### src/hdl/dgid_fifo.sv
// Small register-based FIFO used between decoder stages and at the output.
// Depends on nothing.
`timescale 1ns / 1ps
`default_nettype none

module dgid_fifo #(
    parameter int WIDTH = 8,
    parameter int DEPTH = 2
) (
    input  wire logic             clk,
    input  wire logic             rst_n,
    input  wire logic             push,
    input  wire logic [WIDTH-1:0] wdata,
    output logic                  full,
    input  wire logic             pop,
    output logic [WIDTH-1:0]      rdata,
    output logic                  empty
);
    localparam int PW = (DEPTH > 1) ? $clog2(DEPTH) : 1;
    localparam int CW = $clog2(DEPTH + 1);

    logic [WIDTH-1:0] store_reg [DEPTH];
    logic [PW-1:0]    wr_ptr_reg, wr_ptr_next;
    logic [PW-1:0]    rd_ptr_reg, rd_ptr_next;
    logic [CW-1:0]    count_reg, count_next;
    logic             do_push, do_pop;

    assign full    = (count_reg == CW'(DEPTH));
    assign empty   = (count_reg == '0);
    assign do_push = push && !full;
    assign do_pop  = pop && !empty;
    assign rdata   = store_reg[rd_ptr_reg];

    always_comb
    begin
        wr_ptr_next = wr_ptr_reg;
        rd_ptr_next = rd_ptr_reg;
        count_next  = count_reg;
        if (do_push)
        begin
            wr_ptr_next = (wr_ptr_reg == PW'(DEPTH - 1)) ? '0 : wr_ptr_reg + 1'b1;
        end
        if (do_pop)
        begin
            rd_ptr_next = (rd_ptr_reg == PW'(DEPTH - 1)) ? '0 : rd_ptr_reg + 1'b1;
        end
        if (do_push && !do_pop)
        begin
            count_next = count_reg + 1'b1;
        end
        else if (do_pop && !do_push)
        begin
            count_next = count_reg - 1'b1;
        end
    end

    always_ff @(posedge clk or negedge rst_n)
    begin
        if (!rst_n)
        begin
            wr_ptr_reg <= '0;
            rd_ptr_reg <= '0;
            count_reg  <= '0;
        end
        else
        begin
            wr_ptr_reg <= wr_ptr_next;
            rd_ptr_reg <= rd_ptr_next;
            count_reg  <= count_next;
        end
    end

    always_ff @(posedge clk)
    begin
        if (do_push)
        begin
            store_reg[wr_ptr_reg] <= wdata;
        end
    end

endmodule

`default_nettype wire

### config.mk
export PLATFORM = sky130hd
export DESIGN_NAME = dgid_fifo
export DESIGN_NICKNAME = d
export VERILOG_FILES = /design/src/hdl/dgid_fifo.sv
export SDC_FILE = /design/constraint.sdc
export NUM_CORES = 1
export LEC_CHECK = 0
export ABC_AREA = 1
export BUFFER_PORTS_ARGS = -buffer_cell sky130_fd_sc_hd__buf_2
export CAP_MARGIN = 20
export CORE_UTILIZATION = 48
export DETAILED_ROUTE_END_ITERATION = 10
export PLACE_DENSITY = 0.82
export RECOVER_POWER = 100
export SYNTH_ARGS = -nofsm -noshare
export SYNTH_HDL_FRONTEND = slang
export SYNTH_SLANG_ARGS = --single-unit
export TNS_END_PERCENT = 100
### constraint.sdc
create_clock -name clk -period 4.1 [get_ports clk]
set_input_delay 1.23 -clock clk [delete_from_list [all_inputs] [get_ports clk]]
set_output_delay 1.23 -clock clk [all_outputs]
set_load 0.02 [all_outputs]
* After elaboration in Yosys (flattened, before gate mapping)
Memory sizes are Yosys's and may differ from the RTL's.
Index checks and enable logic that the tools add are counted.
** Storage, ports and cells
- Flip-flop bits (word level) :: 4
- RAM bits :: 16
- Bits of input ports :: 12
- Output and inout port bits :: 10
- Logic and storage cells :: 25
- Memories kept :: 1
** Operators by class
- Add/subtract/negate cells :: 4
- Equality and inequality tests :: 1
- Muxes and demuxes :: 6
- Reduce and logical (&&, ||, !) cells :: 10
** Memories
- store_reg :: words 2, width 8, rd ports 1, clocked after memory_dff 0, wr ports 1, RTL line 22 : logic [WIDTH-1:0] store_reg [DEPTH];
** Operators by type and width (number)
- $logic_and A1 B1 Y1 :: 4
- $logic_not A1 Y1 :: 4
- $mux W1 :: 4
- $mux W2 :: 2
- $add A1 B1 Y1 const B :: 2
- $add A2 B1 Y2 const B :: 1
- $eq A2 B2 Y1 const B :: 1
- $logic_not A2 Y1 :: 1
- $reduce_bool A2 Y1 :: 1
- $sub A2 B1 Y2 const B :: 1

* Logic depth before layout (Yosys ltp)
- Depth in word-level cells :: 7
- Depth in mapped cells :: 9
- Gate-level depth less buffers :: 9

* Least setup slack after synthesis
OpenSTA, ideal clock, no wires.
- Path type :: in2reg
- Start point :: input push
- End point :: memory store_reg[1][0], enable pin
- Library setup time :: 371 ps
- Data arrival time :: 1700 ps
- Slack :: 2030 ps
- Stages on the path :: 2
- Buffers on the path :: 0
- Cell sequence :: o21ai_0 nor2_1
** Between the ends
- Word-level cells in the longest chain between the ends :: 3
** RTL lines
- from (decl) :: RTL line 12 : input wire logic push,
- $logic_and A1 B1 Y1 :: RTL line 30 : assign do_push = push && !full;
- $mux W1 :: RTL line 75 : if (do_push)
- $mux W1 (not written as such) :: RTL line 77 : store_reg[wr_ptr_reg] <= wdata;
- to (decl) :: RTL line 22
No other way between the ends.

* Worst setup path in the final report
- Start point :: register rd_ptr_reg
- End point :: output rdata[2]
** Between the ends
- Word-level cells in the longest chain between the ends :: 1
** RTL lines
- from (decl) :: RTL line 24 : logic [PW-1:0] rd_ptr_reg, rd_ptr_next;
- from (signal assigned) :: RTL line 68 : rd_ptr_reg <= rd_ptr_next;
- $mem_v2 Z2 W8
- to (decl) :: RTL line 16 : output logic [WIDTH-1:0] rdata,
No other way between the ends.

==> flow_summary.toml <==
[outcome]
status = "finished clean"

[synth]
synth_nets = 86
syn-instance-count = 73
syn_avg_cell_area_um2 = 11.1
yosysUniqueCellTypes = 14
ys_warn_count = 0
netlist_area_um2 = 810
synth-seq-cells = 20
yosysSeqAreaShare_pct = 71.7

[route]
postRouteAntennaNets = 0
via_per_inst = 4.97
drcViolationCount = 0
dr.pass1.iters = 4
vias = 562
wire_per_inst_um = 12.3
drt-initial-drc-count = 6
routed_wl_mm = 1.40

[floorplan]
dieArea_um2 = 1850
pin_count = 22
fp.dieW_um = 43.1
die_y_um = 43.1
start_util_pct = 52.5
core_um2 = 1540
num_rows = 14

[critical_path]
endpoint_kind = "primary output"
crit_start = "rd_ptr_reg$_DFFE_PN0P_"
crit_fanout = 10
worstPathArrival_ns = 1.45
rr_startpoint = "count_reg[1]$_DFFE_PN0P_"
critPathLaunchType = "register"
crit_required_ns = 2.87
path_class = "reg -> out"

[run]
max_cap_viol_count = 0

[clocking]
cts_buffer_depth = 2
tritoncts = "done"
cts_hold_buf = 0
worstSkewPairLatency_ns = 0.29
cts_sinks = 20
cts-root-buf = "clkbuf_4"
path_clk_slew_ns = 0.11
cts_setup_buffers = 0
cts_inserted_buffers = 3
cts-resized-gates = 0
htreeDepth = 1

[cells_and_area]
finalNetCount = 111
fin_area_um2 = 937
postLayoutCoreUtil_pct = 60.8
mostFrequentLayoutCells = "nand2_1 (33), edfxtp_1 (16), clkbuf_1 (12)"
fillCellCount = 140
syn2layout_area_growth_pct = 15.8
n_antenna_cell = 0
final_common_cell = "nand2_1"
layout-drive-gt1-share_pct = 13.4
largest_register_ffs = 16

[global_route]
overflow = 0
antenna_found_initial = 0
grt_pass1_vias = 533
grt_max_degree = 12
grt_usage_pct = 16.7
grt_pass1_wl_mm = 2.22

[sta]
drv_slew = 0
fin_tns_setup_ns = 0
worstMarginPinSlew_ns = 0.676
setup_violations = 0
rsz0062_at_grt = "false"
hold_viol_final = 0
period_minus_slack_ns = 2.68
period_share_pct = 65.3
fmax_mhz = 373
slew_headroom_pct = 54.8
clock_skew_ns = 0.000745
holdWs_ns = 0.518

[placement]
dp_hpwl_mm = 1.02
place.gp.congestion = 0.761
io_buffers = 21
place_area_um2 = 930

[min_path]
hp-start = "wr_ptr_reg$_DFFE_PN0N_"
hp-class = "reg -> reg"

[power]
irDropWorstVdd_mv = 0.309
p_leak_nw = 0.428
power.density_nw_per_um2 = 725
==> cell families (layout without fill, tap and decap cells) <==
| group | Yosys count | count (layout) | share of synthesized area [%] |
|---|---|---|---|
| AOI/OAI and AO/OA | 2 | 2 | 1.24 |
| and+or+nand+nor | 40 | 40 | 20.1 |
| buffers and inverters | 9 | 33 | 4.33 |
| adders and majority gates | 1 | 1 | 1.55 |
| DFF | 20 | 20 | 71.7 |
| xor gates and xnor gates | 1 | 1 | 1.08 |
==> area by class of cell <==
cell class                 count  area, um^2  area share, %
sequential                    20         581           61.9
multi-input combinational     44         189           20.2
tap                           16        20.0           2.14
timing repair buffer          21        91.3           9.75
inverter                       8        30.0           3.20
clock buffer                   4        26.3           2.80
==> through the flow <==
stage	worst slack (ns)	total power, mW	std cells
3_3_place_gp	1.81	0.590	109
3_5_place_dp	1.72	0.606	109
5_1_grt	1.32	0.725	113
2_1_floorplan	2.03	0.517	73
6_report	1.42	0.679	113
4_1_cts	1.58	0.700	113
==> per-layer routing <==
| metal | vias to the layer above | part of all wire (%) | wire length [um] | track usage, % |
|---|---|---|---|---|
| met4 | 0 | 0.65 | 9 | 7.27 |
| met3 | 2 | 4.7 | 66 | 3.40 |
| li1 | 285 | - | - | - |
| met1 | 263 | 37 | 519 | 19.1 |
| met2 | 12 | 57 | 799 | 29.7 |
| met5 | - | 0 | 0 | 0 |
==> cell usage after synthesis <==
cell type	instances	share of area (%)
dfrtp_1	4	12
nand3_1	1	0.62
buf_2	1	0.62
nand3b_1	1	0.93
edfxtp_1	16	59
inv_2	1	0.46
nor2_2	2	1.5
ha_1	1	1.5
nand2_1	33	15
nand4_1	1	0.77
xnor2_1	1	1.1
inv_1	7	3.2
nor2_1	2	0.93
o21ai_0	2	1.2
==> power by group <==
part | total [mW] | internal (mW) | switching (mW)
combinational | 0.264 | 0.0772 | 0.186
clock | 0.0950 | 0.0378 | 0.0572
sequential | 0.320 | 0.282 | 0.0380
==> critical path: stages, from the launching register on <==
cell      delay (ns)
dfrtp_1         0.50
inv_1           0.27
nand2_1         0.09
nand2_1         0.07
clkbuf_1        0.22
==> path summary, 6_finish.rpt <==
check	to	slack [ns]	cells past startpoint
worst max-delay path	rdata[2]	1.42	4
worst min-delay path	wr_ptr_reg$_DFFE_PN0N_	0.52	2
worst max register to register	store_reg[1][6]$_DFFE_PP_	2.54	3
worst min register to register	wr_ptr_reg$_DFFE_PN0N_	0.52	2
max in group asynchronous	rd_ptr_reg$_DFFE_PN0P_	3.15	1
min in group asynchronous	count_reg[0]$_DFFE_PN0P_	0.75	1
Note: power is estimated with default switching activity, not from simulation.
