### config.mk
export PLATFORM = sky130hd
export DESIGN_NAME = dgid_front
export DESIGN_NICKNAME = d
export VERILOG_FILES = /design/src/hdl/dgid_pkg.sv /design/src/hdl/dgid_fifo.sv /design/src/hdl/dgid_front.sv
export SDC_FILE = /design/constraint.sdc
export NUM_CORES = 1
export LEC_CHECK = 0
export BUFFER_PORTS_ARGS = -buffer_cell sky130_fd_sc_hd__buf_2
export CORE_MARGIN = 2
export CORE_UTILIZATION = 45
export CTS_BUF_LIST = sky130_fd_sc_hd__clkbuf_8 sky130_fd_sc_hd__clkbuf_16
export DETAILED_ROUTE_END_ITERATION = 8
export PLACE_DENSITY = 0.84
export SLEW_MARGIN = 20
export SYNTH_ARGS = -nofsm -noshare
export SYNTH_HDL_FRONTEND = slang
export SYNTH_SLANG_ARGS = --single-unit
### constraint.sdc
create_clock -name clk -period 1.42 [get_ports clk]
set_input_delay 0.213 -clock clk [delete_from_list [all_inputs] [get_ports clk]]
set_output_delay 0.213 -clock clk [all_outputs]
set_load 0.02 [all_outputs]
### src/hdl/dgid_pkg.sv
// Shared types and constants for the DPCM/GAP image decoder.
// No dependencies; imported by dgid_front, dgid_back and the top level.
`timescale 1ns / 1ps
`default_nettype none

package dgid_pkg;

    // Residual class, decided in the front end
    typedef enum logic [1:0] {
        SYM_ZERO,
        SYM_ONE,
        SYM_ESC,
        SYM_NONE
    } sym_t;

    typedef struct packed {
        logic signed [8:0] residual;
        sym_t              sym;
    } item_t;

    typedef struct packed {
        logic [7:0] pixel;
        logic       last_pixel;
    } result_t;

    typedef struct packed {
        logic [10:0] image_width;
        logic [15:0] image_height;
        logic [2:0]  predictor_mode;
    } cfg_t;

    // Register indexes
    localparam logic [1:0] CFG_WIDTH  = 2'd0;
    localparam logic [1:0] CFG_HEIGHT = 2'd1;
    localparam logic [1:0] CFG_MODE   = 2'd2;

    localparam logic [10:0] WIDTH_RESET  = 11'd256;
    localparam logic [15:0] HEIGHT_RESET = 16'd256;

    // Predictor modes
    localparam logic [2:0] MODE_WEST  = 3'd1;
    localparam logic [2:0] MODE_NORTH = 3'd2;
    localparam logic [2:0] MODE_AVG   = 3'd3;
    localparam logic [2:0] MODE_CALIC = 3'd4;

    localparam int MIN_WIDTH = 3;

    localparam logic signed [12:0] FIRST_PRED = 13'sd128;
    localparam logic signed [12:0] GAP_STRONG = 13'sd80;
    localparam logic signed [12:0] GAP_MID    = 13'sd32;
    localparam logic signed [12:0] GAP_WEAK   = 13'sd8;
    localparam logic signed [12:0] PIX_MAX    = 13'sd255;

endpackage

`default_nettype wire

### src/hdl/dgid_fifo.sv
// Small register-based FIFO used between decoder stages and at the output.
// Depends on nothing.
`timescale 1ns / 1ps
`default_nettype none

module dgid_fifo #(
    parameter int WIDTH = 8,
    parameter int DEPTH = 2
) (
    input  wire logic             clk,
    input  wire logic             rst_n,
    input  wire logic             push,
    input  wire logic [WIDTH-1:0] wdata,
    output logic                  full,
    input  wire logic             pop,
    output logic [WIDTH-1:0]      rdata,
    output logic                  empty
);
    localparam int PW = (DEPTH > 1) ? $clog2(DEPTH) : 1;
    localparam int CW = $clog2(DEPTH + 1);

    logic [WIDTH-1:0] store_reg [DEPTH];
    logic [PW-1:0]    wr_ptr_reg, wr_ptr_next;
    logic [PW-1:0]    rd_ptr_reg, rd_ptr_next;
    logic [CW-1:0]    count_reg, count_next;
    logic             do_push, do_pop;

    assign full    = (count_reg == CW'(DEPTH));
    assign empty   = (count_reg == '0);
    assign do_push = push && !full;
    assign do_pop  = pop && !empty;
    assign rdata   = store_reg[rd_ptr_reg];

    always_comb
    begin
        wr_ptr_next = wr_ptr_reg;
        rd_ptr_next = rd_ptr_reg;
        count_next  = count_reg;
        if (do_push)
        begin
            wr_ptr_next = (wr_ptr_reg == PW'(DEPTH - 1)) ? '0 : wr_ptr_reg + 1'b1;
        end
        if (do_pop)
        begin
            rd_ptr_next = (rd_ptr_reg == PW'(DEPTH - 1)) ? '0 : rd_ptr_reg + 1'b1;
        end
        if (do_push && !do_pop)
        begin
            count_next = count_reg + 1'b1;
        end
        else if (do_pop && !do_push)
        begin
            count_next = count_reg - 1'b1;
        end
    end

    always_ff @(posedge clk or negedge rst_n)
    begin
        if (!rst_n)
        begin
            wr_ptr_reg <= '0;
            rd_ptr_reg <= '0;
            count_reg  <= '0;
        end
        else
        begin
            wr_ptr_reg <= wr_ptr_next;
            rd_ptr_reg <= rd_ptr_next;
            count_reg  <= count_next;
        end
    end

    always_ff @(posedge clk)
    begin
        if (do_push)
        begin
            store_reg[wr_ptr_reg] <= wdata;
        end
    end

endmodule

`default_nettype wire

### src/hdl/dgid_front.sv
// Front end: takes residuals, tags binary-mode symbols, queues them.
// Depends on dgid_pkg and dgid_fifo.
`timescale 1ns / 1ps
`default_nettype none

module dgid_front (
    input  wire logic             clk,
    input  wire logic             rst_n,
    input  wire logic             push,
    output logic                  full,
    input  wire logic signed [8:0] residual,
    input  wire logic             q_pop,
    output logic                  q_empty,
    output dgid_pkg::item_t       q_item
);
    import dgid_pkg::*;

    item_t            item_in;
    logic [$bits(item_t)-1:0] q_raw;

    always_comb
    begin
        item_in.residual = residual;
        priority if (residual == 9'sd0)
            item_in.sym = SYM_ZERO;
        else if (residual == 9'sd1)
            item_in.sym = SYM_ONE;
        else if (residual == 9'sd2)
            item_in.sym = SYM_ESC;
        else
            item_in.sym = SYM_NONE;
    end

    dgid_fifo #(
        .WIDTH ($bits(item_t)),
        .DEPTH (2)
    ) u_queue (
        .clk   (clk),
        .rst_n (rst_n),
        .push  (push),
        .wdata (item_in),
        .full  (full),
        .pop   (q_pop),
        .rdata (q_raw),
        .empty (q_empty)
    );

    assign q_item = item_t'(q_raw);

endmodule

`default_nettype wire

### Word level (Yosys, flattened, before mapping)

Memory sizes are Yosys's and may differ from the RTL's.
Cells that the tools add are included.

* register bits: 4
* bits in writable memories: 22
* bits of input ports: 13
* output and inout bits: 13
* logic and storage cells: 31
* memories kept: 1

Memories
* u_queue.store_reg: depth 2, width 11, read ports 1, clocked after memory_dff 0, write ports 1, RTL line dgid_fifo.sv:22 `logic [WIDTH-1:0] store_reg [DEPTH];`

* add/subtract/negate cells: 4
* equality and inequality tests: 3
* muxes and demuxes: 9
* reduce and logical (&&, ||, !) cells: 11

Operator list (count)
* $eq A9 B2 Y1 const B: 1
* $eq A9 B3 Y1 const B: 1
* $logic_not A9 Y1: 1
* $mux W2: 4
* $mux W1: 5
* $logic_and A1 B1 Y1: 4
* $logic_not A1 Y1: 4
* $add A1 B1 Y1 const B: 2
* $add A2 B1 Y2 const B: 1
* $eq A2 B2 Y1 const B: 1
* $logic_not A2 Y1: 1
* $reduce_bool A2 Y1: 1
* $sub A2 B1 Y2 const B: 1

### Depth between registers and ports, before layout

Gate-level depths: netlist of run 1.

* depth after elaboration: 7
* mapped depth: 7
* mapped depth without buffers: 7

### Modules after synthesis

From an unflattened synthesis of run 1, not the netlist that was laid out.

* cell total of the unflattened synthesis: 58
* area total of the unflattened synthesis: 1023.5 µm²

Modules (own cells, without submodules)
* dgid_fifo: times used 1, cells an instance 53, area each 991.0 µm², sequential area each 760.7 µm²
* dgid_front: times used 1, cells an instance 5, area each 32.5 µm², sequential area each 0.0 µm²

### Worst setup path after synthesis of run 1

OpenSTA, ideal clock, no wires.

* path kind: register to register
* start: register u_queue.count_reg[0]
* end: memory u_queue.store_reg[0][0] (netlist bit), enable pin
* library setup time: 0.378 ns
* data arrival time: 1.138 ns
* data required time: 1.042 ns
* slack: -0.096 ns
* cell stages (with the launch flop): 4
* buffers on the path: 0
* period minus slack after synthesis: 1.516 ns
* cell sequence: dfrtp_1 nand2b_1 nand2_1 nor2_1

* cells in the longest elaborated chain, start to end: 5

Ends and longest elaborated chain
* from (decl): RTL line dgid_fifo.sv:25 `logic [CW-1:0] count_reg, count_next;`
* from (signal assigned): RTL line dgid_fifo.sv:69 `count_reg <= count_next;`
* $eq A2 B2 Y1: RTL line dgid_fifo.sv:28 `assign full = (count_reg == CW'(DEPTH));`
* $logic_not A1 Y1: RTL line dgid_fifo.sv:30 `assign do_push = push && !full;`
* $logic_and A1 B1 Y1: RTL line dgid_fifo.sv:30
* $mux W1: RTL line dgid_fifo.sv:75 `if (do_push)`
* $mux W1 (implied by the code): RTL line dgid_fifo.sv:77 `store_reg[wr_ptr_reg] <= wdata;`
* to (decl): RTL line dgid_fifo.sv:22

Every way passes these cells.

==> results.toml, run 1 <==
[power]
pwr-share-clk_pct = 14.6
leakage_nw = 0.600
combinationalPowerShare_pct = 47.1
intPower_mw = 2.09
swShare_pct = 31.2
ir_drop_mv = 1.61
power.density_nw_per_um2 = 2110
switchingPower_uw = 948
p_seq_share_pct = 38.2
total_power_mw = 3.04

[critical_path]
path_cells = "buf_6, mux2_4, buf_6"
cp-start-kind = "flip-flop"
crit_path_top_delay_cell = "dfrtp_1"
critPathCaptureType = "output port"
worstSetupPathType = "reg -> out"
crit_arrival_ns = 1.27
slowest_delay_ns = 0.42
path_max_fanout = 6
cpMostUsedCell = "buf_6"
required_ns = 1.21

[timing]
drv_slew = 0
rsz0062_at_grt = "true"
final.setup.worst_slack_ns = -0.0661
setup_viol = 11
fmax_mhz = 673
hold_viol = 0
finalCritPeriodShare_pct = 105
max_slew.worst_pin.slew_ns = 0.256
clock_skew_ns = 0.00485
fin_crit_ns = 1.49
max_slew_margin_pct = 82.8

[placement]
port_buffers = 25
gp_congestion = 0.697
place_area_sq_um = 1230
dpl.cell_count = 116
dp_hpwl_um = 1120

[outcome]
violations = "negative setup slack"
status = "complete, but fails checks"

[global_route]
grt_max_degree = 15
antenna_found_initial = 0
grt.total_usage_pct = 15.8
grt_pass1_vias = 623
grt_pass1_wl_um = 2850
grt_overflow_total = 0

[flow_run]
cap_violations = 0

[logic_synthesis]
netlist_top_cells_area = "edfxtp_1 (65%), mux2_1 (10%), dfrtp_1 (9.9%), xnor2_1 (2.6%), mux2_2 (2.2%)"
synthCells = 58
ys.flop_type = "edfxtp_1"
async_reset_ff_share_pct = 15.4
postSynthAreaPerCell_sq_um = 17.5
ys_ff_latch = 26
synth_fp_nets = 72
synth_enable_flop_cells = 22
synth_top_cell_by_area = "edfxtp_1"
synth_cell_type_count = 17
synth_area_sq_um = 1020
yosys_warnings = 0
synth_top_area_share_pct = 65.0
synth_commonest_cells = "edfxtp_1 (22), mux2_1 (9), dfrtp_1 (4)"
yosysSeqAreaShare_pct = 74.9
yosysMostFrequentCell = "edfxtp_1"

[floorplanning]
start_util_pct = 46.8
rows = 17
dieArea_sq_um = 2650
die_w_um = 51.5
dieHeight_um = 51.5
io_pins = 26
core-area_sq_um = 2170

[route]
firstDrtPassIters = 4
ant_nets = 0
first_iter_violations = 4
wl_per_cell_um = 14.0
detail_route.wirelength_um = 1720
vias = 578
viasPerCell = 4.70
drcViolationCount = 0

[cells_and_area]
final_cell_count_no_fill = 123
layout-drive-gt1-share_pct = 55.8
design_area_sq_um = 1440
largest_register_ffs = 22
utilization_pct = 66.5
diodes = 0
finalNetCount = 110
area_delta_synth_final_pct = 42.0
nFillCells = 152

[cts]
clock_latency_ns = 0.26
clockBufferDepth = 2
root_buffer = "clkbuf_8"
cts.htree.levels = 1
cts_sinks = 26
cts_buffers = 3
clk_pin_slew_ns = 0.08
cts_tree = "built"

[min_path]
hp-class = "in -> reg"
-- timing repair --
action	4_1_cts	5_1_grt
gates resized for setup	35	4
setup endpoints to repair	11	12
hold buffers	1	0
endpoints found under the hold margin	4	0
buffers inserted	1	1
pin swaps	0	1
-- path summary, 6_finish.rpt --
| kind | start | end | slack, ns | cells after the start |
|---|---|---|---|---|
| max in group asynchronous | rst_n | u_queue.rd_ptr_reg$_DFFE_PN0P_ | 1.02 | 2 |
| worst min-delay path | residual[0] | u_queue.store_reg[1][2]$_DFFE_PP_ | 0.15 | 1 |
| worst max-delay path | u_queue.rd_ptr_reg$_DFFE_PN0P_ | q_item[4] | -0.07 | 3 |
| min in group asynchronous | rst_n | u_queue.count_reg[0]$_DFFE_PN0P_ | 0.29 | 2 |
| worst min register to register | u_queue.wr_ptr_reg$_DFFE_PN0P_ | u_queue.wr_ptr_reg$_DFFE_PN0P_ | 0.52 | 1 |
| worst max register to register | u_queue.count_reg[1]$_DFFE_PN0P_ | u_queue.count_reg[1]$_DFFE_PN0P_ | 0.07 | 5 |
-- cell type report --
type | instances | area (sq um) | share of cell area [%]
clock buffers | 4 | 55.1 | 3.82
flip-flops and latches | 26 | 761 | 52.7
multi-input cells | 29 | 300 | 20.8
repair buffers | 34 | 284 | 19.7
well taps | 28 | 35.0 | 2.43
inverters | 2 | 7.51 | 0.520
-- critical path, delay by kind of cell (launching register included) --
kind                   cells  cell delay [ns]
buffers and inverters      2             0.29
flip-flops                 1             0.42
multiplexers               1             0.31
-- placed cells by master (no fill, tap or decap) --
| cell | n |
|---|---|
| and3_1 | 1 |
| xor2_1 | 2 |
| nor2_2 | 1 |
| nand2b_4 | 1 |
| dfrtp_1 | 4 |
| or2_1 | 2 |
| o21ai_2 | 1 |
| ha_2 | 1 |
| buf_12 | 1 |
| buf_2 | 14 |
| mux2_4 | 11 |
| nor2_1 | 2 |
| nand2_2 | 1 |
| dlygate4sd3_1 | 1 |
| nor3_1 | 1 |
| buf_4 | 5 |
| inv_1 | 2 |
| buf_6 | 13 |
| clkbuf_8 | 4 |
| nand2_1 | 1 |
| edfxtp_1 | 22 |
| xnor2_1 | 3 |
| nor4_1 | 1 |
-- logic make-up after synthesis --
group,count (synthesis),synth area share [%]
flip-flops,26,74.9
multiplexers,11,12.2
AND/OR/NAND/NOR,11,5.42
XOR/XNOR,5,4.31
buffers and inverters,3,1.48
AO/OA/AOI/OAI,1,0.492
adder cells (fa/ha/maj),1,1.23
-- metrics by stage --
stage,hold WS (ns),TNS (ns),worst slack [ns]
floorplan,-0.0826,0,0.0401
global placement,0.0211,0,0.135
detailed placement,0.0227,0,0.0319
CTS,0.145,-0.569,-0.0601
global route,0.149,-1.09,-0.118
finish,0.146,-0.615,-0.0661
-- layer usage --
layer / vias to the layer above / wire [um] / track usage (%)
li1: 287 / - / -
met1: 273 / 623 / 16.8
met2: 16 / 1000 / 29.1
met3: 2 / 68 / 2.59
met4: 0 / 24 / 9.21
met5: - / 0 / 0
-- power groups by stage --
stage	Sequential (mW)	Clock [mW]	Combinational (mW)
global placement	1.14	0	0.993
finish	1.16	0.444	1.43
detailed placement	1.15	0	1.02
floorplan	1.14	0	0.649
global route	1.19	0.474	1.53
CTS	1.14	0.450	1.39
No activity file was read; power rests on OpenSTA's default activity.
==> run 2: changes to the inputs <==
- PLACE_DENSITY: 0.84 -> 0.72
==> results.toml, run 2 (synthesis gave the netlist of run 1 again) <==
[floorplanning]
dieHeight_um = 51.5
die_w_um = 51.5
rows = 17
core-area_sq_um = 2170
start_util_pct = 46.8
io_pins = 26
dieArea_sq_um = 2650

[critical_path]
timing.rr.start = "u_queue.count_reg[1]$_DFFE_PN0P_"
cp-start-kind = "flip-flop"
path_max_fanout = 7
crit_arrival_ns = 1.25
regToRegSetupSlack_ns = 0.07
r2r_cells = 5
endpoint = "q_item[5]"
required_ns = 1.21
critPathLaunch = "u_queue.rd_ptr_reg$_DFFE_PN0P_"
reg2reg_to = "u_queue.count_reg[1]$_DFFE_PN0P_"
critPathCaptureType = "output port"
worstSetupPathType = "reg -> out"

[cts]
cts_buffers = 3
clk_pin_slew_ns = 0.08
clockBufferDepth = 2
clock_latency_ns = 0.26
cts.htree.levels = 1
cts_sinks = 26
root_buffer = "clkbuf_8"
cts_tree = "built"

[global_route]
grt_overflow_total = 0
grt.total_usage_pct = 15.7
antenna_found_initial = 0
grt_pass1_vias = 623
grt_pass1_wl_um = 2910
grt_max_degree = 15

[route]
ant_nets = 0
detail_route.wirelength_um = 1740
first_iter_violations = 4
viasPerCell = 4.80
wl_per_cell_um = 14.1
vias = 590
drcViolationCount = 0
firstDrtPassIters = 2

[cells_and_area]
layout-drive-gt1-share_pct = 54.7
diodes = 0
final_common_cell = "edfxtp_1"
design_area_sq_um = 1440
area_delta_synth_final_pct = 41.4
finalNetCount = 110
largest_register_ffs = 22
final_cell_mix = "edfxtp_1 (22), buf_2 (14), buf_6 (14)"

[power]
total_power_mw = 2.99
ir_drop_mv = 1.29
leakage_nw = 0.596
power.density_nw_per_um2 = 2080

[min_path]
hp-class = "in -> reg"

[placement]
place_area_sq_um = 1240
port_buffers = 25
gp_congestion = 0.702
dp_hpwl_um = 1240

[flow_run]
cap_violations = 0

[timing]
setup_tns_ns = -0.403
finalCritPeriodShare_pct = 103
fin_crit_ns = 1.47
clock_skew_ns = 0.00403
fmax_mhz = 682
max_slew_margin_pct = 82.4
max_slew.worst_pin.slew_ns = 0.261
drv_slew = 0
setup_viol = 11
rsz0062_at_grt = "true"
final.setup.worst_slack_ns = -0.0456
hold_viol = 0

[outcome]
status = "complete, but fails checks"
violations = "negative setup slack"
## run 2: final cells by class
cell class / instances / area [sq um]
clock buffers: 3 / 41.3
flip-flops and latches: 26 / 761
clock inverters: 1 / 3.75
well taps: 28 / 35.0
inverters: 2 / 7.51
fillers: 163 / 733
repair buffers: 34 / 288
multi-input cells: 29 / 300
## run 2: routing by layer
metal / track usage [%] / part of all wire, %
met5: 0 / 0
met2: 27.1 / 55
met3: 2.59 / 3.1
met1: 20.2 / 41
met4: 5.26 / 0.75
## run 2: timing repair
item | 4_1_cts | 5_1_grt
pin swaps | 0 | 2
hold buffers | 1 | 0
buffers inserted | 1 | 0
endpoints found under the hold margin | 4 | 0
setup endpoints to repair | 11 | 19
resized for setup | 36 | 5
gates cloned | 0 | 0
## run 2: worst min-delay path by stage
| stage | startpoint | end | slack [ns] | depth (start not counted) |
|---|---|---|---|---|
| final | residual[7] | u_queue.store_reg[1][9]$_DFFE_PP_ | 0.15 | 1 |
| after global routing | residual[7] | u_queue.store_reg[1][9]$_DFFE_PP_ | 0.14 | 1 |
| after CTS | residual[7] | u_queue.store_reg[0][9]$_DFFE_PP_ | 0.14 | 1 |
| after detailed placement | rst_n | u_queue.count_reg[1]$_DFFE_PN0P_ | 0.03 | 1 |
| after global placement | rst_n | u_queue.count_reg[1]$_DFFE_PN0P_ | 0.03 | 1 |
| after floorplan | rst_n | u_queue.count_reg[0]$_DFFE_PN0P_ | -0.08 | 0 |
## run 2: metrics by stage
stage	setup slack (ns)	cells	hold WS (ns)	util [%]
6_report	-0.0456	123	0.149	66.2
5_1_grt	-0.0875	123	0.140	66.2
4_1_cts	-0.0616	123	0.143	65.3
3_5_place_dp	0.0140	117	0.0268	57.0
3_3_place_gp	0.123	117	0.0256	57.0
2_1_floorplan	0.0401	58	-0.0826	-
## run 2: worst max-delay path, stage by stage (launching register included)
cell	delay, ns
dfrtp_1	0.40
buf_6	0.16
mux2_4	0.30
buf_6	0.13
## run 2: where the power goes
part	internal [mW]	leakage, nW	switching [mW]
sequential	1.05	0.244	0.0983
clock	0.193	0.0231	0.206
combinational	0.794	0.329	0.651
==> run 3: changes to the inputs <==
- MAX_ROUTING_LAYER: unset -> met4
==> results.toml, run 3 (synthesis gave the netlist of run 1 again) <==
[outcome]
status = "complete, but fails checks"
violations = "negative setup slack"

[critical_path]
critPathLaunch = "u_queue.rd_ptr_reg$_DFFE_PN0P_"
required_ns = 1.21
cp_top_family = "flip-flops"
critPathBufInv = 2
path_cells = "buf_6, mux2_4, buf_6"
path_max_fanout = 7
worstSetupPathType = "reg -> out"
cpMostUsedCell = "buf_6"
timing.rr.start = "u_queue.count_reg[1]$_DFFE_PN0P_"
crit_path_top_delay_cell = "dfrtp_1"
crit_arrival_ns = 1.25
critPathCaptureType = "output port"
slowest_delay_ns = 0.40
cp-start-kind = "flip-flop"

[min_path]
hp-start = "residual[7]"
hp-class = "in -> reg"

[floorplanning]
rows = 17
dieHeight_um = 51.5
dieArea_sq_um = 2650
die_w_um = 51.5
start_util_pct = 46.8
io_pins = 26
core-area_sq_um = 2170

[timing]
rsz0062_at_grt = "true"
finalCritPeriodShare_pct = 103
fin_crit_ns = 1.47
setup_viol = 11
drv_slew = 0
hold_viol = 0
final.setup.worst_slack_ns = -0.0456
clock_skew_ns = 0.00403
fmax_mhz = 682
max_slew_margin_pct = 82.4
max_slew.worst_pin.slew_ns = 0.261

[route]
vias = 590
firstDrtPassIters = 2
detail_route.wirelength_um = 1740
drcViolationCount = 0
ant_nets = 0
first_iter_violations = 4
viasPerCell = 4.80
wl_per_cell_um = 14.1

[placement]
preCtsSetupSlack_ns = 0.0140
place_area_sq_um = 1240
dpl.cell_count = 117
gp_congestion = 0.710
dp_hpwl_um = 1240
port_buffers = 25

[cts]
cts.htree.levels = 1
clock_latency_ns = 0.26
cts_tree = "built"
cts_buffers = 3
clockBufferDepth = 2
clk_pin_slew_ns = 0.08
root_buffer = "clkbuf_8"
cts_sinks = 26

[cells_and_area]
final_cell_mix = "edfxtp_1 (22), buf_2 (14), buf_6 (14)"
finalNetCount = 110
final_common_cell = "edfxtp_1"
area_delta_synth_final_pct = 41.4
utilization_pct = 66.2
largest_register_ffs = 22
layout-drive-gt1-share_pct = 54.7
final_cell_count_no_fill = 123
diodes = 0
design_area_sq_um = 1440

[global_route]
grt_overflow_total = 0
grt.total_usage_pct = 16.1
grt_pass1_wl_um = 2920
grt_pass1_vias = 623
grt_max_degree = 15
antenna_found_initial = 0

[power]
total_power_mw = 2.99
ir_drop_mv = 1.29
leakage_nw = 0.596
power.density_nw_per_um2 = 2080

[flow_run]
cap_violations = 0
## run 3: cell counts in the layout (fill, tap and decap cells not counted)
No cell type changed its count.
## run 3: what timing repair did
action	in CTS	in global routing
gates resized for setup	36	5
endpoints found under the hold margin	4	0
buffers inserted	1	0
hold buffers	1	0
pin swaps	0	2
endpoints found under the setup margin	11	19
## run 3: area by class of cell
type	instances	area, sq um
Sequential cell	26	761
Fill cell	163	733
Multi-Input combinational cell	29	300
Timing Repair Buffer	34	288
Clock buffer	3	41.3
Tap cell	28	35.0
Inverter	2	7.51
Clock inverter	1	3.75
## run 3: layer usage
| layer | wire length [um] | GRT usage, % |
|---|---|---|
| met5 | 0 | - |
| met4 | 13 | 5.26 |
| met3 | 56 | 2.59 |
| met2 | 949 | 27.1 |
| met1 | 716 | 20.2 |
## run 3: worst paths after layout
kind                                                endpoint  slack (ns)  depth (start not counted)
setup reg to reg            u_queue.count_reg[1]$_DFFE_PN0P_        0.07                          5
max in group asynchronous     u_queue.rd_ptr_reg$_DFFE_PN0P_        1.02                          2
setup / recovery                                   q_item[5]       -0.05                          3
hold / removal             u_queue.store_reg[1][9]$_DFFE_PP_        0.15                          1
hold reg to reg               u_queue.wr_ptr_reg$_DFFE_PN0P_        0.51                          1
min in group asynchronous   u_queue.count_reg[0]$_DFFE_PN0P_        0.28                          2
## run 3: per-stage QoR
step                      setup TNS [ns]  hold slack (ns)
final                             -0.403            0.149
after global routing              -0.866            0.140
after CTS                         -0.531            0.143
after detailed placement               0           0.0268
after global placement                 0           0.0256
after floorplan                        0          -0.0826
## run 3: where the power goes
group	leakage [nW]	internal, mW	switching, mW
logic	0.329	0.794	0.651
clock network	0.0231	0.193	0.206
registers	0.244	1.05	0.0984
